## src/design/bni_pkg.sv

```systemverilog
`timescale 1ns / 1ps
`default_nettype none

package bni_pkg;

    // Sizing
    localparam int unsigned MAX_CHANNELS = 256;
    localparam int unsigned FRAC_BITS    = 16;
    localparam int unsigned DATA_W       = 32;
    localparam int unsigned ADDR_W       = (MAX_CHANNELS > 1) ? $clog2(MAX_CHANNELS) : 1;
    localparam int unsigned ACT_MAX      = (MAX_CHANNELS < 256) ? MAX_CHANNELS : 256;

    // Register file
    localparam int unsigned PADDR_W   = 3;
    localparam int unsigned REG_IDX_W = PADDR_W - 2;
    localparam logic [REG_IDX_W-1:0] REG_NUM_CHANNELS = REG_IDX_W'(0);
    localparam logic [REG_IDX_W-1:0] REG_EPSILON      = REG_IDX_W'(1);

    // Request modes
    localparam logic MODE_LOAD   = 1'b0;
    localparam logic MODE_SAMPLE = 1'b1;

    // Saturation limits
    localparam logic signed [DATA_W-1:0] SMAX = {1'b0, {(DATA_W-1){1'b1}}};
    localparam logic signed [DATA_W-1:0] SMIN = {1'b1, {(DATA_W-1){1'b0}}};

    // Root and divide unit
    localparam int unsigned SQ_STEPS = (DATA_W + FRAC_BITS + 1) / 2;
    localparam int unsigned X_W      = 2 * SQ_STEPS;
    localparam int unsigned ROOT_W   = SQ_STEPS;
    localparam int unsigned DVD_W    = DATA_W + FRAC_BITS;
    localparam int unsigned CNT_W    = $clog2(DVD_W + 1);

    // Normalise datapath
    localparam int unsigned DH_W  = DATA_W + 1 - FRAC_BITS;
    localparam int unsigned PH_W  = DH_W + DATA_W;
    localparam int unsigned PL_W  = FRAC_BITS + DATA_W;
    localparam int unsigned PM_W  = PH_W;
    localparam int unsigned SUM_W = PM_W + 1;

    typedef struct packed {
        logic               mode;
        logic [7:0]         load_channel;
        logic signed [31:0] mean_value;
        logic [30:0]        variance_value;
        logic signed [31:0] scale_value;
        logic signed [31:0] shift_value;
        logic signed [31:0] sample;
    } t_in_item;

    typedef struct packed {
        logic signed [31:0] result;
        logic [7:0]         result_channel;
        logic               last_channel;
    } t_out_item;

    typedef struct packed {
        logic signed [DATA_W-1:0] mean;
        logic signed [DATA_W-1:0] factor;
        logic signed [DATA_W-1:0] shift;
    } t_entry;

    localparam int unsigned ENTRY_W = $bits(t_entry);

    typedef struct packed {
        logic                     valid;
        logic signed [DATA_W-1:0] result;
    } t_norm_out;

    typedef struct packed {
        logic                     done;
        logic signed [DATA_W-1:0] factor;
    } t_factor_out;

endpackage

`default_nettype wire

```

## src/design/bni_norm.sv

```systemverilog
`timescale 1ns / 1ps
`default_nettype none

module bni_norm (
    input  wire logic                  i_clk,
    input  wire logic                  i_rst_n,
    input  wire logic                  i_start,
    input  wire logic                  i_take,
    input  wire logic signed [31:0]    i_sample,
    input  wire bni_pkg::t_entry       i_entry,
    output bni_pkg::t_norm_out         o_res
);

    logic                                 r_v1, r_v2, r_v3, r_v4, r_v5;
    logic signed [bni_pkg::DATA_W:0]      r_diff;
    logic signed [bni_pkg::DATA_W-1:0]    r_fac1;
    logic signed [bni_pkg::DATA_W-1:0]    r_sh1, r_sh2, r_sh3, r_sh4;
    logic [bni_pkg::DATA_W:0]             r_dm;
    logic [bni_pkg::DATA_W-1:0]           r_fm;
    logic                                 r_neg2, r_neg3, r_neg4;
    logic [bni_pkg::PH_W-1:0]             r_ph;
    logic [bni_pkg::PL_W-1:0]             r_pl;
    logic [bni_pkg::PM_W-1:0]             r_pm;
    logic signed [bni_pkg::DATA_W-1:0]    r_res;

    logic [bni_pkg::DH_W-1:0]             w_dm_hi;
    logic [bni_pkg::FRAC_BITS-1:0]        w_dm_lo;
    logic signed [bni_pkg::SUM_W-1:0]     w_pm_s;
    logic signed [bni_pkg::SUM_W-1:0]     w_sh_s;
    logic signed [bni_pkg::SUM_W-1:0]     w_sum;
    logic                                 w_fits;
    logic signed [bni_pkg::DATA_W-1:0]    w_sat;

    assign w_dm_hi = r_dm[bni_pkg::DATA_W:bni_pkg::FRAC_BITS];
    assign w_dm_lo = r_dm[bni_pkg::FRAC_BITS-1:0];

    // Add or subtract the product around shift, then saturate
    assign w_pm_s = signed'({1'b0, r_pm});
    assign w_sh_s = bni_pkg::SUM_W'(r_sh4);
    assign w_sum  = r_neg4 ? (w_sh_s - w_pm_s) : (w_sh_s + w_pm_s);
    assign w_fits = (&w_sum[bni_pkg::SUM_W-1:bni_pkg::DATA_W-1])
                  | ~(|w_sum[bni_pkg::SUM_W-1:bni_pkg::DATA_W-1]);
    assign w_sat  = w_fits ? w_sum[bni_pkg::DATA_W-1:0]
                  : (w_sum[bni_pkg::SUM_W-1] ? bni_pkg::SMIN : bni_pkg::SMAX);

    // Stage valids; hold the last stage until taken
    always_ff @(posedge i_clk) begin
        if (!i_rst_n) begin
            r_v1 <= 1'b0;
            r_v2 <= 1'b0;
            r_v3 <= 1'b0;
            r_v4 <= 1'b0;
            r_v5 <= 1'b0;
        end else begin
            r_v1 <= i_start;
            r_v2 <= r_v1;
            r_v3 <= r_v2;
            r_v4 <= r_v3;
            r_v5 <= r_v4 | (r_v5 & ~i_take);
        end
    end

    // Stage payloads
    always_ff @(posedge i_clk) begin
        // difference to the channel mean
        if (i_start) begin
            r_diff <= (bni_pkg::DATA_W+1)'(i_sample) - (bni_pkg::DATA_W+1)'(i_entry.mean);
            r_fac1 <= i_entry.factor;
            r_sh1  <= i_entry.shift;
        end
        // magnitudes and result sign
        if (r_v1) begin
            r_dm   <= r_diff[bni_pkg::DATA_W] ? (bni_pkg::DATA_W+1)'(-r_diff)
                                              : (bni_pkg::DATA_W+1)'(r_diff);
            r_fm   <= r_fac1[bni_pkg::DATA_W-1] ? bni_pkg::DATA_W'(-r_fac1)
                                                : bni_pkg::DATA_W'(r_fac1);
            r_neg2 <= r_diff[bni_pkg::DATA_W] ^ r_fac1[bni_pkg::DATA_W-1];
            r_sh2  <= r_sh1;
        end
        // two partial products
        if (r_v2) begin
            r_ph  <= w_dm_hi * r_fm;
            r_pl  <= w_dm_lo * r_fm;
            r_neg3 <= r_neg2;
            r_sh3  <= r_sh2;
        end
        // product shifted down by the fraction width
        if (r_v3) begin
            r_pm   <= r_ph + bni_pkg::PM_W'(r_pl[bni_pkg::PL_W-1:bni_pkg::FRAC_BITS]);
            r_neg4 <= r_neg3;
            r_sh4  <= r_sh3;
        end
        if (r_v4) begin
            r_res <= w_sat;
        end
    end

    assign o_res = '{valid: r_v5, result: r_res};

endmodule

`default_nettype wire

```

## config.mk

```make
export PLATFORM = sky130hd
export DESIGN_NAME = bni_norm
export DESIGN_NICKNAME = d
export VERILOG_FILES = /design/src/design/bni_pkg.sv /design/src/design/bni_norm.sv
export SDC_FILE = /design/constraint.sdc
export NUM_CORES = 2
export LEC_CHECK = 0
export BUFFER_PORTS_ARGS = -buffer_cell sky130_fd_sc_hd__buf_2
export CAP_MARGIN = 20
export CORE_AREA = 2 2 309 311
export DETAILED_ROUTE_END_ITERATION = 10
export DIE_AREA = 0 0 311 313
export PLACE_DENSITY = 0.79
export SYNTH_ARGS = -nofsm -noshare
export SYNTH_HDL_FRONTEND = slang
export SYNTH_SLANG_ARGS = --single-unit
```

## constraint.sdc

```tcl
create_clock -name i_clk -period 6.5 [get_ports i_clk]
set_clock_uncertainty 0.1 [all_clocks]
set_input_delay 1.3 -clock i_clk [delete_from_list [all_inputs] [get_ports i_clk]]
set_output_delay 1.3 -clock i_clk [all_outputs]
set_load 0.1 [all_outputs]
```

==> impl_metrics.csv <==
group,metric,value,unit
run_status,violations,"negative setup slack",
yosys,synth_area,54910,µm²
floorplan,io_pins,165,
sta,rsz0062_at_grt,"true",
final_layout,diodes,0,
clock_network,numCtsBuffers,47,
yosys,synthAdderAreaFrac,39.79,%
yosys,yosysWarnings,0,
floorplan,initial_core_util,58.31,%
global_route,grt_max_degree,66,
sta,holdWs,0.3116,ns
yosys,ys.flop_type,"edfxtp_1",
placed_design,place_ws,-0.6522,ns
global_route,grt_remaining_overflow,0,
floorplan,core-area,94160,µm²
critical_path,ff2ff_setup_slack,-0.50,ns
clock_network,hold_buffers,0,
yosys,synth_edf_count,423,
sta,fin_ws,-0.4992,ns
placed_design,place.gp.congestion,0.9603,
clock_network,cts_root_buffer,"clkbuf_16",
global_route,grt_pass1_wl,221200,µm
final_layout,nets,7463,
critical_path,crit_top_cell,"fa_1",
floorplan,die_w,311,µm
sta,period_needed,6.999,ns
critical_path,critPathRequiredTime,6.77,ns
run_status,status,"complete, but fails checks",
route,wl_per_cell,18.84,µm
yosys,synth_nets,7006,
yosys,synthArstFlopShare,0,%
yosys,synth-seq-area-share,23.31,%
clock_network,clock-sinks,428,
sta,final_hold_viol_count,0,
yosys,synth_compound_area_share,7.975,%
min_path,hold_depth,0,
route,drc,0,
yosys,synth_cells,5649,
critical_path,r2r-start,"r_fm[5]$_DFFE_PP_",
sta,post-route-period-util,107.7,%
clock_network,insertion_delay,0.65,ns
final_layout,drive_gt1_share,14.99,%
route,routed_wirelength,139600,µm
final_layout,final_common_cell,"inv_1",
critical_path,worst_setup_path_start_kind,"flip-flop",
route,viasPerCell,5.621,
job,drv_cap,0,
sta,setup_viol,41,
sta,tightest_slew,1.007,ns
route,drtIter0Drc,3308,
clock_network,cts_tree,"built",
critical_path,reg2reg_to,"r_ph[45]$_DFFE_PP_",
critical_path,cp-end-kind,"flip-flop",
yosys,synthSimpleGateAreaFrac,15.43,%
yosys,synth_seq_cells,428,
critical_path,cp_max_fo,6,
sta,setup_tns,-11.19,ns
floorplan,dieHeight,313,µm
yosys,yosysUniqueCellTypes,83,
critical_path,worstSetupStartpoint,"r_fm[5]$_DFFE_PP_",
critical_path,r2r_cells,26,
critical_path,slowest_delay,0.56,ns
floorplan,die_area,97340,µm²
floorplan,rows,113,
final_layout,layout_common_cells,"inv_1 (1043), fa_1 (862), nand2_1 (761)",
yosys,syn_area_per_cell,9.720,µm²
global_route,grtUsageTotal,28.47,%
critical_path,worstSetupEndpoint,"r_ph[45]$_DFFE_PP_",
critical_path,critPathKind,"reg -> reg",
route,dr_total_vias,41650,
final_layout,fillers,6995,
global_route,antenna_found_initial,7,
min_path,min_path_type,"reg -> reg",
sta,timing.slew.headroom,32.83,%
yosys,muxShareOfSynthArea,0.1117,%
placed_design,hpwl,109800,µm
clock_network,clk_pin_slew,0.06,ns
route,drt_first_pass_iters,7,
clock_network,h-tree-depth,2,
sta,drv_slew,0,
yosys,synth_xor_xnor_area_share,4.448,%
global_route,grt_pass1_vias,43350,
yosys,synth_top_family_by_area,"adder cells",
route,postRouteAntennaNets,0,
clock_network,clock_path_buffers,3,
final_layout,syn_to_final_growth,15.37,%
sta,max_freq,142.9,MHz
placed_design,numPortBuffers,164,
critical_path,crit_slowest_cell,"fa_1",
critical_path,cp_data_arrival_time,7.27,ns
==> kinds of logic after synthesis <==
group | count (synthesis)
AO/OA/AOI/OAI | 676
AND/OR/NAND/NOR | 1736
flip-flops | 428
buffers and inverters | 1300
XOR/XNOR | 278
adder cells (fa/ha/maj) | 1225
multiplexers | 6
==> through the flow <==
stage,instances,utilization (%),instance area [µm²]
after floorplan,5649,-,54970
after global placement,7252,63.76,60040
after detailed placement,7252,63.76,60040
after CTS,7386,66.35,62470
after global routing,7409,67.28,63350
final,7409,67.28,63350
==> cell type report <==
class                   instances  area (µm²)  area share, %
clock buffers                  60        1266          1.999
clock inverters                27       299.0         0.4720
inverters                    1054        3956          6.245
multi-input cells            3921       38210          60.32
flip-flops and latches        428       12810          20.23
well taps                    1265        1583          2.498
repair buffers                654        5221          8.242
==> state kept, by name (all words and copies together) (netlist names) <==
name	flops
r_sh4	32
r_neg4	1
r_fm	32
r_sh1	32
r_sh3	32
r_neg2	1
r_sh2	32
r_res	32
r_fac1	32
r_pl	32
r_dm	33
r_diff	33
r_v1	1
r_neg3	1
r_v3	1
r_v5	1
r_ph	49
r_v4	1
r_v2	1
r_pm	49
==> synthesized netlist by cell type, types with 13 or more instances <==
| cell type | number | area [µm²] |
|---|---|---|
| a31oi_1 | 40 | 250.2 |
| clkbuf_1 | 235 | 882.1 |
| or3_1 | 22 | 137.6 |
| and3_1 | 27 | 168.9 |
| and2_1 | 443 | 2771 |
| a21o_1 | 73 | 548.0 |
| nor2_1 | 183 | 686.9 |
| edfxtp_1 | 423 | 12700 |
| o21ai_0 | 111 | 555.5 |
| xor2_1 | 55 | 481.7 |
| o311ai_0 | 13 | 113.9 |
| nor4_1 | 17 | 106.4 |
| nand2_1 | 773 | 2902 |
| o31ai_1 | 24 | 180.2 |
| ha_1 | 356 | 4454 |
| a211oi_1 | 41 | 307.8 |
| nand4_1 | 26 | 162.7 |
| xnor2_1 | 222 | 1944 |
| fa_1 | 869 | 17400 |
| nand3_1 | 59 | 295.3 |
| o21a_1 | 24 | 180.2 |
| nor3_1 | 57 | 285.3 |
| inv_1 | 1054 | 3956 |
| a21oi_1 | 210 | 1051 |
| o21bai_1 | 29 | 217.7 |
| nand2b_1 | 40 | 250.2 |
| nor2b_1 | 29 | 181.4 |
==> worst max-delay path, delay by kind of cell, from the launching register on <==
| family | cells | cell delay (ns) |
|---|---|---|
| buf+inv | 8 | 0.83 |
| compound gates | 6 | 1.06 |
| flops | 1 | 0.54 |
| fa+ha+maj | 7 | 3.45 |
| simple gates | 4 | 0.52 |
| mux | 1 | 0.20 |
==> per-layer routing <==
metal / vias to the layer above / global-route usage, % / wire (µm) / part of all wire [%]
met5: - / 0 / 34 / 0.024
met3: 370 / 5.373 / 11100 / 8.0
met2: 1759 / 48.53 / 68480 / 49
met1: 20730 / 36.82 / 55140 / 40
met4: 4 / 9.530 / 4848 / 3.5
li1: 18780 / - / - / -
==> worst min-delay path by stage <==
stage | start | endpoint | slack (ns)
final | r_sh2[28]$_DFFE_PP_ | r_sh3[28]$_DFFE_PP_ | 0.31
after CTS | r_sh3[4]$_DFFE_PP_ | r_sh4[4]$_DFFE_PP_ | 0.31
after floorplan | r_neg2$_DFFE_PP_ | r_neg3$_DFFE_PP_ | 0.30
after global routing | r_sh3[5]$_DFFE_PP_ | r_sh4[5]$_DFFE_PP_ | 0.32
after detailed placement | r_sh1[2]$_DFFE_PP_ | r_sh2[2]$_DFFE_PP_ | 0.30
after global placement | r_neg3$_DFFE_PP_ | r_neg4$_DFFE_PP_ | 0.30
==> timing repair <==
item | 4_1_cts | 5_1_grt
setup buffers | 51 | 33
gates resized for setup | 108 | 149
setup endpoints to repair | 44 | 85
pin swaps | 68 | 88
gates cloned | 1 | 0
Power is left out: the tool's default activity adds up to more than one toggle a clock period on the data nets, which glitch-free logic cannot reach.
