File: src/design/bni_pkg.sv
`timescale 1ns / 1ps
`default_nettype none

package bni_pkg;

    // Sizing
    localparam int unsigned MAX_CHANNELS = 256;
    localparam int unsigned FRAC_BITS    = 16;
    localparam int unsigned DATA_W       = 32;
    localparam int unsigned ADDR_W       = (MAX_CHANNELS > 1) ? $clog2(MAX_CHANNELS) : 1;
    localparam int unsigned ACT_MAX      = (MAX_CHANNELS < 256) ? MAX_CHANNELS : 256;

    // Register file
    localparam int unsigned PADDR_W   = 3;
    localparam int unsigned REG_IDX_W = PADDR_W - 2;
    localparam logic [REG_IDX_W-1:0] REG_NUM_CHANNELS = REG_IDX_W'(0);
    localparam logic [REG_IDX_W-1:0] REG_EPSILON      = REG_IDX_W'(1);

    // Request modes
    localparam logic MODE_LOAD   = 1'b0;
    localparam logic MODE_SAMPLE = 1'b1;

    // Saturation limits
    localparam logic signed [DATA_W-1:0] SMAX = {1'b0, {(DATA_W-1){1'b1}}};
    localparam logic signed [DATA_W-1:0] SMIN = {1'b1, {(DATA_W-1){1'b0}}};

    // Root and divide unit
    localparam int unsigned SQ_STEPS = (DATA_W + FRAC_BITS + 1) / 2;
    localparam int unsigned X_W      = 2 * SQ_STEPS;
    localparam int unsigned ROOT_W   = SQ_STEPS;
    localparam int unsigned DVD_W    = DATA_W + FRAC_BITS;
    localparam int unsigned CNT_W    = $clog2(DVD_W + 1);

    // Normalise datapath
    localparam int unsigned DH_W  = DATA_W + 1 - FRAC_BITS;
    localparam int unsigned PH_W  = DH_W + DATA_W;
    localparam int unsigned PL_W  = FRAC_BITS + DATA_W;
    localparam int unsigned PM_W  = PH_W;
    localparam int unsigned SUM_W = PM_W + 1;

    typedef struct packed {
        logic               mode;
        logic [7:0]         load_channel;
        logic signed [31:0] mean_value;
        logic [30:0]        variance_value;
        logic signed [31:0] scale_value;
        logic signed [31:0] shift_value;
        logic signed [31:0] sample;
    } t_in_item;

    typedef struct packed {
        logic signed [31:0] result;
        logic [7:0]         result_channel;
        logic               last_channel;
    } t_out_item;

    typedef struct packed {
        logic signed [DATA_W-1:0] mean;
        logic signed [DATA_W-1:0] factor;
        logic signed [DATA_W-1:0] shift;
    } t_entry;

    localparam int unsigned ENTRY_W = $bits(t_entry);

    typedef struct packed {
        logic                     valid;
        logic signed [DATA_W-1:0] result;
    } t_norm_out;

    typedef struct packed {
        logic                     done;
        logic signed [DATA_W-1:0] factor;
    } t_factor_out;

endpackage

`default_nettype wire

File: src/design/bni_factor.sv
`timescale 1ns / 1ps
`default_nettype none

module bni_factor (
    input  wire logic                  i_clk,
    input  wire logic                  i_rst_n,
    input  wire logic                  i_start,
    input  wire logic [30:0]           i_variance,
    input  wire logic [15:0]           i_epsilon,
    input  wire logic signed [31:0]    i_scale,
    output bni_pkg::t_factor_out       o_res
);

    typedef enum logic [3:0] {
        F_IDLE = 4'b0001,
        F_SQRT = 4'b0010,
        F_DIV  = 4'b0100,
        F_FIN  = 4'b1000
    } t_fstate;

    t_fstate                             r_state;
    logic [bni_pkg::CNT_W-1:0]           r_cnt;
    logic [bni_pkg::X_W-1:0]             r_x;
    logic [bni_pkg::ROOT_W-1:0]          r_rem_sq;
    logic [bni_pkg::ROOT_W-1:0]          r_root;
    logic [bni_pkg::ROOT_W-1:0]          r_rem_dv;
    logic [bni_pkg::DVD_W-1:0]           r_dq;
    logic                                r_neg;
    logic                                r_zero_scale;
    logic signed [bni_pkg::DATA_W-1:0]   r_factor;
    logic                                r_done;

    logic [31:0]                         w_var_sum;
    logic [31:0]                         w_mag;
    logic [bni_pkg::ROOT_W+1:0]          w_sq_sh;
    logic [bni_pkg::ROOT_W+1:0]          w_sq_trial;
    logic                                w_sq_ge;
    logic [bni_pkg::ROOT_W+1:0]          w_sq_rem;
    logic [bni_pkg::ROOT_W-1:0]          w_sq_root;
    logic [bni_pkg::ROOT_W:0]            w_dv_sh;
    logic [bni_pkg::ROOT_W:0]            w_dv_div;
    logic                                w_dv_ge;
    logic [bni_pkg::ROOT_W:0]            w_dv_rem;
    logic                                w_big;
    logic [bni_pkg::DATA_W-1:0]          w_qc;
    logic signed [bni_pkg::DATA_W-1:0]   w_factor;

    // Operand preparation
    assign w_var_sum = 32'(i_variance) + 32'(i_epsilon);
    assign w_mag     = i_scale[31] ? 32'(-i_scale) : 32'(i_scale);

    // One root digit per cycle
    assign w_sq_sh    = {r_rem_sq, r_x[bni_pkg::X_W-1 -: 2]};
    assign w_sq_trial = {r_root, 2'b01};
    assign w_sq_ge    = (w_sq_sh >= w_sq_trial);
    assign w_sq_rem   = w_sq_ge ? (w_sq_sh - w_sq_trial) : w_sq_sh;
    assign w_sq_root  = {r_root[bni_pkg::ROOT_W-2:0], w_sq_ge};

    // One quotient bit per cycle
    assign w_dv_sh  = {r_rem_dv, r_dq[bni_pkg::DVD_W-1]};
    assign w_dv_div = {1'b0, r_root};
    assign w_dv_ge  = (w_dv_sh >= w_dv_div);
    assign w_dv_rem = w_dv_ge ? (w_dv_sh - w_dv_div) : w_dv_sh;

    // Clamp the quotient and apply the sign of scale
    assign w_big = (|r_dq[bni_pkg::DVD_W-1:bni_pkg::DATA_W])
                 | (r_dq[bni_pkg::DATA_W-1] & (|r_dq[bni_pkg::DATA_W-2:0]));
    assign w_qc  = w_big ? bni_pkg::DATA_W'(bni_pkg::SMIN) : r_dq[bni_pkg::DATA_W-1:0];

    always_comb begin
        if (r_root == '0) begin
            if (r_zero_scale) begin
                w_factor = '0;
            end else if (r_neg) begin
                w_factor = bni_pkg::SMIN;
            end else begin
                w_factor = bni_pkg::SMAX;
            end
        end else if (r_neg) begin
            w_factor = signed'(-w_qc);
        end else if (w_qc[bni_pkg::DATA_W-1]) begin
            w_factor = bni_pkg::SMAX;
        end else begin
            w_factor = signed'(w_qc);
        end
    end

    // Sequencer
    always_ff @(posedge i_clk) begin
        if (!i_rst_n) begin
            r_state <= F_IDLE;
            r_done  <= 1'b0;
        end else begin
            r_done <= 1'b0;
            case (r_state)
                F_IDLE: begin
                    if (i_start) begin
                        r_state <= F_SQRT;
                    end
                end
                F_SQRT: begin
                    if (r_cnt == bni_pkg::CNT_W'(1)) begin
                        r_state <= (w_sq_root == '0) ? F_FIN : F_DIV;
                    end
                end
                F_DIV: begin
                    if (r_cnt == bni_pkg::CNT_W'(1)) begin
                        r_state <= F_FIN;
                    end
                end
                F_FIN: begin
                    r_done  <= 1'b1;
                    r_state <= F_IDLE;
                end
                default: r_state <= F_IDLE;
            endcase
        end
    end

    // Datapath registers
    always_ff @(posedge i_clk) begin
        case (r_state)
            F_IDLE: begin
                if (i_start) begin
                    r_x          <= bni_pkg::X_W'(w_var_sum) << bni_pkg::FRAC_BITS;
                    r_dq         <= bni_pkg::DVD_W'(w_mag) << bni_pkg::FRAC_BITS;
                    r_neg        <= i_scale[31];
                    r_zero_scale <= (i_scale == '0);
                    r_rem_sq     <= '0;
                    r_root       <= '0;
                    r_cnt        <= bni_pkg::CNT_W'(bni_pkg::SQ_STEPS);
                end
            end
            F_SQRT: begin
                r_x      <= r_x << 2;
                r_rem_sq <= w_sq_rem[bni_pkg::ROOT_W-1:0];
                r_root   <= w_sq_root;
                r_rem_dv <= '0;
                if (r_cnt == bni_pkg::CNT_W'(1)) begin
                    r_cnt <= bni_pkg::CNT_W'(bni_pkg::DVD_W);
                end else begin
                    r_cnt <= r_cnt - bni_pkg::CNT_W'(1);
                end
            end
            F_DIV: begin
                r_rem_dv <= w_dv_rem[bni_pkg::ROOT_W-1:0];
                r_dq     <= {r_dq[bni_pkg::DVD_W-2:0], w_dv_ge};
                r_cnt    <= r_cnt - bni_pkg::CNT_W'(1);
            end
            F_FIN: begin
                r_factor <= w_factor;
            end
            default: ;
        endcase
    end

    assign o_res = '{done: r_done, factor: r_factor};

endmodule

`default_nettype wire

File: config.mk
export PLATFORM = sky130hd
export DESIGN_NAME = bni_factor
export DESIGN_NICKNAME = d
export VERILOG_FILES = /design/src/design/bni_pkg.sv /design/src/design/bni_factor.sv
export SDC_FILE = /design/constraint.sdc
export NUM_CORES = 1
export LEC_CHECK = 0
export ABC_AREA = 1
export BUFFER_PORTS_ARGS = -buffer_cell sky130_fd_sc_hd__buf_4
export CAP_MARGIN = 20
export CORE_AREA = 2 2 190 192
export DETAILED_ROUTE_END_ITERATION = 16
export DIE_AREA = 0 0 192 194
export PLACE_DENSITY = 0.62
export SLEW_MARGIN = 20
export SYNTH_ARGS = -nofsm -noshare
export SYNTH_HDL_FRONTEND = slang
export SYNTH_SLANG_ARGS = --single-unit
File: constraint.sdc
create_clock -name i_clk -period 8.5 [get_ports i_clk]
set_input_delay 2.55 -clock i_clk [delete_from_list [all_inputs] [get_ports i_clk]]
set_output_delay 2.55 -clock i_clk [all_outputs]
set_load 0.005 [all_outputs]
==> flow_metrics.tcl <==
set metrics [dict create \
    synth.yosys.seq_area_share 0.420 \
    tightest_slew_ps 1020 \
    overflow 0 \
    syn_nets 1901 \
    final_nets 1982 \
    synth.top_cell.area_share 0.413 \
    clk_latency_ps 450 \
    dieArea_um2 37200 \
    startpoint "i_variance[0]" \
    ant_nets 0 \
    cts-htree-levels 4 \
    clock_path_buffers 2 \
    synth.largest_area_cell "edfxtp_1" \
    cts_resized 0 \
    hp-class "register to register" \
    syn_inst 1747 \
    drv_slew 0 \
    crit_fanout 8 \
    worstSetupEndpoint "r_x[44]$_DFFE_PP_" \
    rsz0062_at_grt "no" \
    post-dp-hpwl_mm 24.8 \
    period_share 0.528 \
    die_h_um 194 \
    synth_ff_type "edfxtp_1" \
    cts_tree "done" \
    drt-total-wl_mm 33.1 \
    die_w_um 192 \
    yosys_warnings 0 \
    period_needed_ps 4490 \
    synth_area_per_cell_um2 8.00 \
    clock-root-buffer "clkbuf_16" \
    cp-start-kind "input port" \
    synthDistinctLibCells 63 \
    final_layout_size_suffix_gt1_frac 0.112 \
    syn_area_um2 14000 \
    routedWlPerCell_um 14.4 \
    reg2regPathDepth 17 \
    status "finished clean" \
    final_hold_viol_count 0 \
    powerDensity_nw_per_um2 165 \
    synth_edf_count 192 \
    dpl-instance-area_um2 15200 \
    core-area_um2 35200 \
    place_congestion 0.930 \
    maxSlewHeadroom 0.316 \
    endpoint_kind "register" \
    async_flop_share 0 \
    cp_num_cells 18 \
    finalClockSkew_ps 19.7 \
    path_buf_inv 4 \
    drt_pass1_iterations 5 \
    synth.ff_latch_count 197 \
    total_power_mw 2.61 \
    path_clk_slew_ps 80 \
    initialDrtViolationCount 776 \
    crit_top_cell "nand2_1" \
    worst-setup-path-type "input port to register" \
    p_leak_nw 6.83 \
    grt_pass1_vias 11371 \
    setup_viol 0 \
    start_util 0.397 \
    cap_violations 0 \
    num_vias 11914 \
    path_delay_family "simple AND/OR/NAND/NOR gates" \
    r2r_setup_slack_ps 4910 \
    io_buffers 114 \
    finalSetupTns_ps 0 \
    r2r-end "r_factor[22]$_DFFE_PP_" \
    required_ps 8710 \
    worstPathCellList "buf_4 -> ha_1 -> inv_1 -> fa_1 -> inv_1 -> nand3_1 -> nand2_1 -> a21oi_1 -> inv_1 -> nand2_1 -> nand2_1 -> a21oi_1 -> o21ai_2 -> nand2_1 -> nor2_1 -> nand2_1 -> nand3_1 -> nand2_1" \
    viasPerCell 5.18 \
    slowest_stage "fa_1" \
    io_pins 115 \
    crit_arrival_ps 4700 \
    fmax_mhz 223 \
    grt_pass1_wl_mm 55.6 \
    grt_max_degree 78 \
    antenna_found_initial 0 \
    synth_area_leaders "edfxtp_1, nand2_1, ha_1" \
    peakVddDrop_uv 137 \
    crit_path_max_incr_delay_ps 400 \
    area_growth_pct 13.0 \
    place_inst 2270 \
    placementRows 69 \
    hold_buffers 0 \
    post-route-drc-count 0 \
    cts_sinks 197 \
    rr_startpoint "r_dq[32]$_DFFE_PP_" \
    grt_use_total 0.181 \
    diodes 0 \
    finalInstanceArea_um2 15800 \
    numCtsBuffers 17 \
    finalNonFillerCells 2302 \
    cts_setup_buffers 0 \
]
[registers in the layout (all words and copies together) (netlist names)]
name          flops
r_cnt             6
r_done            1
r_dq             48
r_factor         32
r_neg             1
r_rem_dv         24
r_rem_sq         24
r_root           24
r_state           4
r_x              32
r_zero_scale      1
[metal layers]
metal  vias up  part of all wire  track usage
met1      5470              0.47        0.246
met2       270              0.48        0.304
met4         0             0.011       0.0433
met5         -                 0            0
li1       6148                 -            -
met3        26             0.038       0.0244
[Yosys cell counts (all sizes together), types with 2 or more instances]
library cell    n
o21bai          7
a21oi         129
inv           194
buf            27
o21ai         161
clkbuf         32
o41ai          13
o31ai           6
dfxtp           5
nand2         381
a211oi          5
a21o           11
ha             70
a31oi          12
o211ai         14
fa              2
edfxtp        192
nand3b          2
a21boi          5
xnor2          31
xor2           41
nand4          28
nor3           25
o21a            8
and3            2
nand3         108
nor2          198
or2            13
o22ai           2
nor4           14
[where the power goes]
part	internal (mW)	switching (mW)	leakage (nW)	total, mW
sequential	1.16	0.0478	1.87	1.20
combinational	0.205	0.364	4.66	0.569
clock	0.424	0.410	0.298	0.835
[worst min-delay path by stage]
stage / from / to / slack (ps) / depth (start not counted)
3_5_place_dp: r_state[2]$_SDFFE_PN0P_ / r_done$_SDFF_PN0_ / 490 / 1
4_1_cts: r_state[2]$_SDFFE_PN0P_ / r_done$_SDFF_PN0_ / 490 / 1
3_3_place_gp: r_state[2]$_SDFFE_PN0P_ / r_done$_SDFF_PN0_ / 490 / 1
6_report: r_state[2]$_SDFFE_PN0P_ / r_done$_SDFF_PN0_ / 490 / 1
5_1_grt: r_state[3]$_SDFFE_PN0P_ / r_done$_SDFF_PN0_ / 540 / 2
2_1_floorplan: r_state[2]$_SDFFE_PN0P_ / r_done$_SDFF_PN0_ / 450 / 1
[layout by cell type (no fill, tap or decap), types with 4 or more instances in the layout]
cell type,count
o211ai_1,13
a21oi_1,127
nand4_1,28
dfxtp_1,5
xnor2_1,31
a31oi_1,12
nand2_2,4
inv_6,7
o41ai_1,11
buf_4,121
nand3_2,4
nor4_1,14
o21ai_2,5
xor2_1,41
nor2_2,4
a21o_1,11
inv_1,187
inv_2,7
nand2_1,374
o21ai_1,14
o21ai_0,141
nand3_1,103
a211oi_1,5
o21a_1,8
or2_2,7
edfxtp_1,192
or2_1,4
o21bai_1,7
clkbuf_16,17
nor3_1,19
ha_1,70
nor3_2,6
a21boi_0,4
nor2_1,192
o31ai_1,4
[layout make-up]
type | instances | area [um^2]
Sequential cell | 197 | 5870
Clock inverter | 15 | 179
Timing Repair Buffer | 121 | 908
Fill cell | 3523 | 19400
Tap cell | 461 | 577
Inverter | 195 | 732
Multi-Input combinational cell | 1296 | 7110
Clock buffer | 17 | 425
[cell families (layout without fill, tap and decap cells)]
family | after synthesis | after routing | synth area share
adders and majority gates | 72 | 72 | 0.0656
DFF | 197 | 197 | 0.420
buffers and inverters | 254 | 348 | 0.0736
xor gates and xnor gates | 72 | 72 | 0.0451
AOI/OAI and AO/OA | 379 | 379 | 0.158
and+or+nand+nor | 773 | 773 | 0.238
[through the flow]
step                      setup slack (ps)  hold WS, ps   util
final                                 4010          492  0.448
after global routing                  3760          538  0.448
after CTS                             3990          492  0.448
after detailed placement              3510          490  0.431
after global placement                3590          492  0.431
after floorplan                       3630          446      -
(Power assumes the default switching activity.)
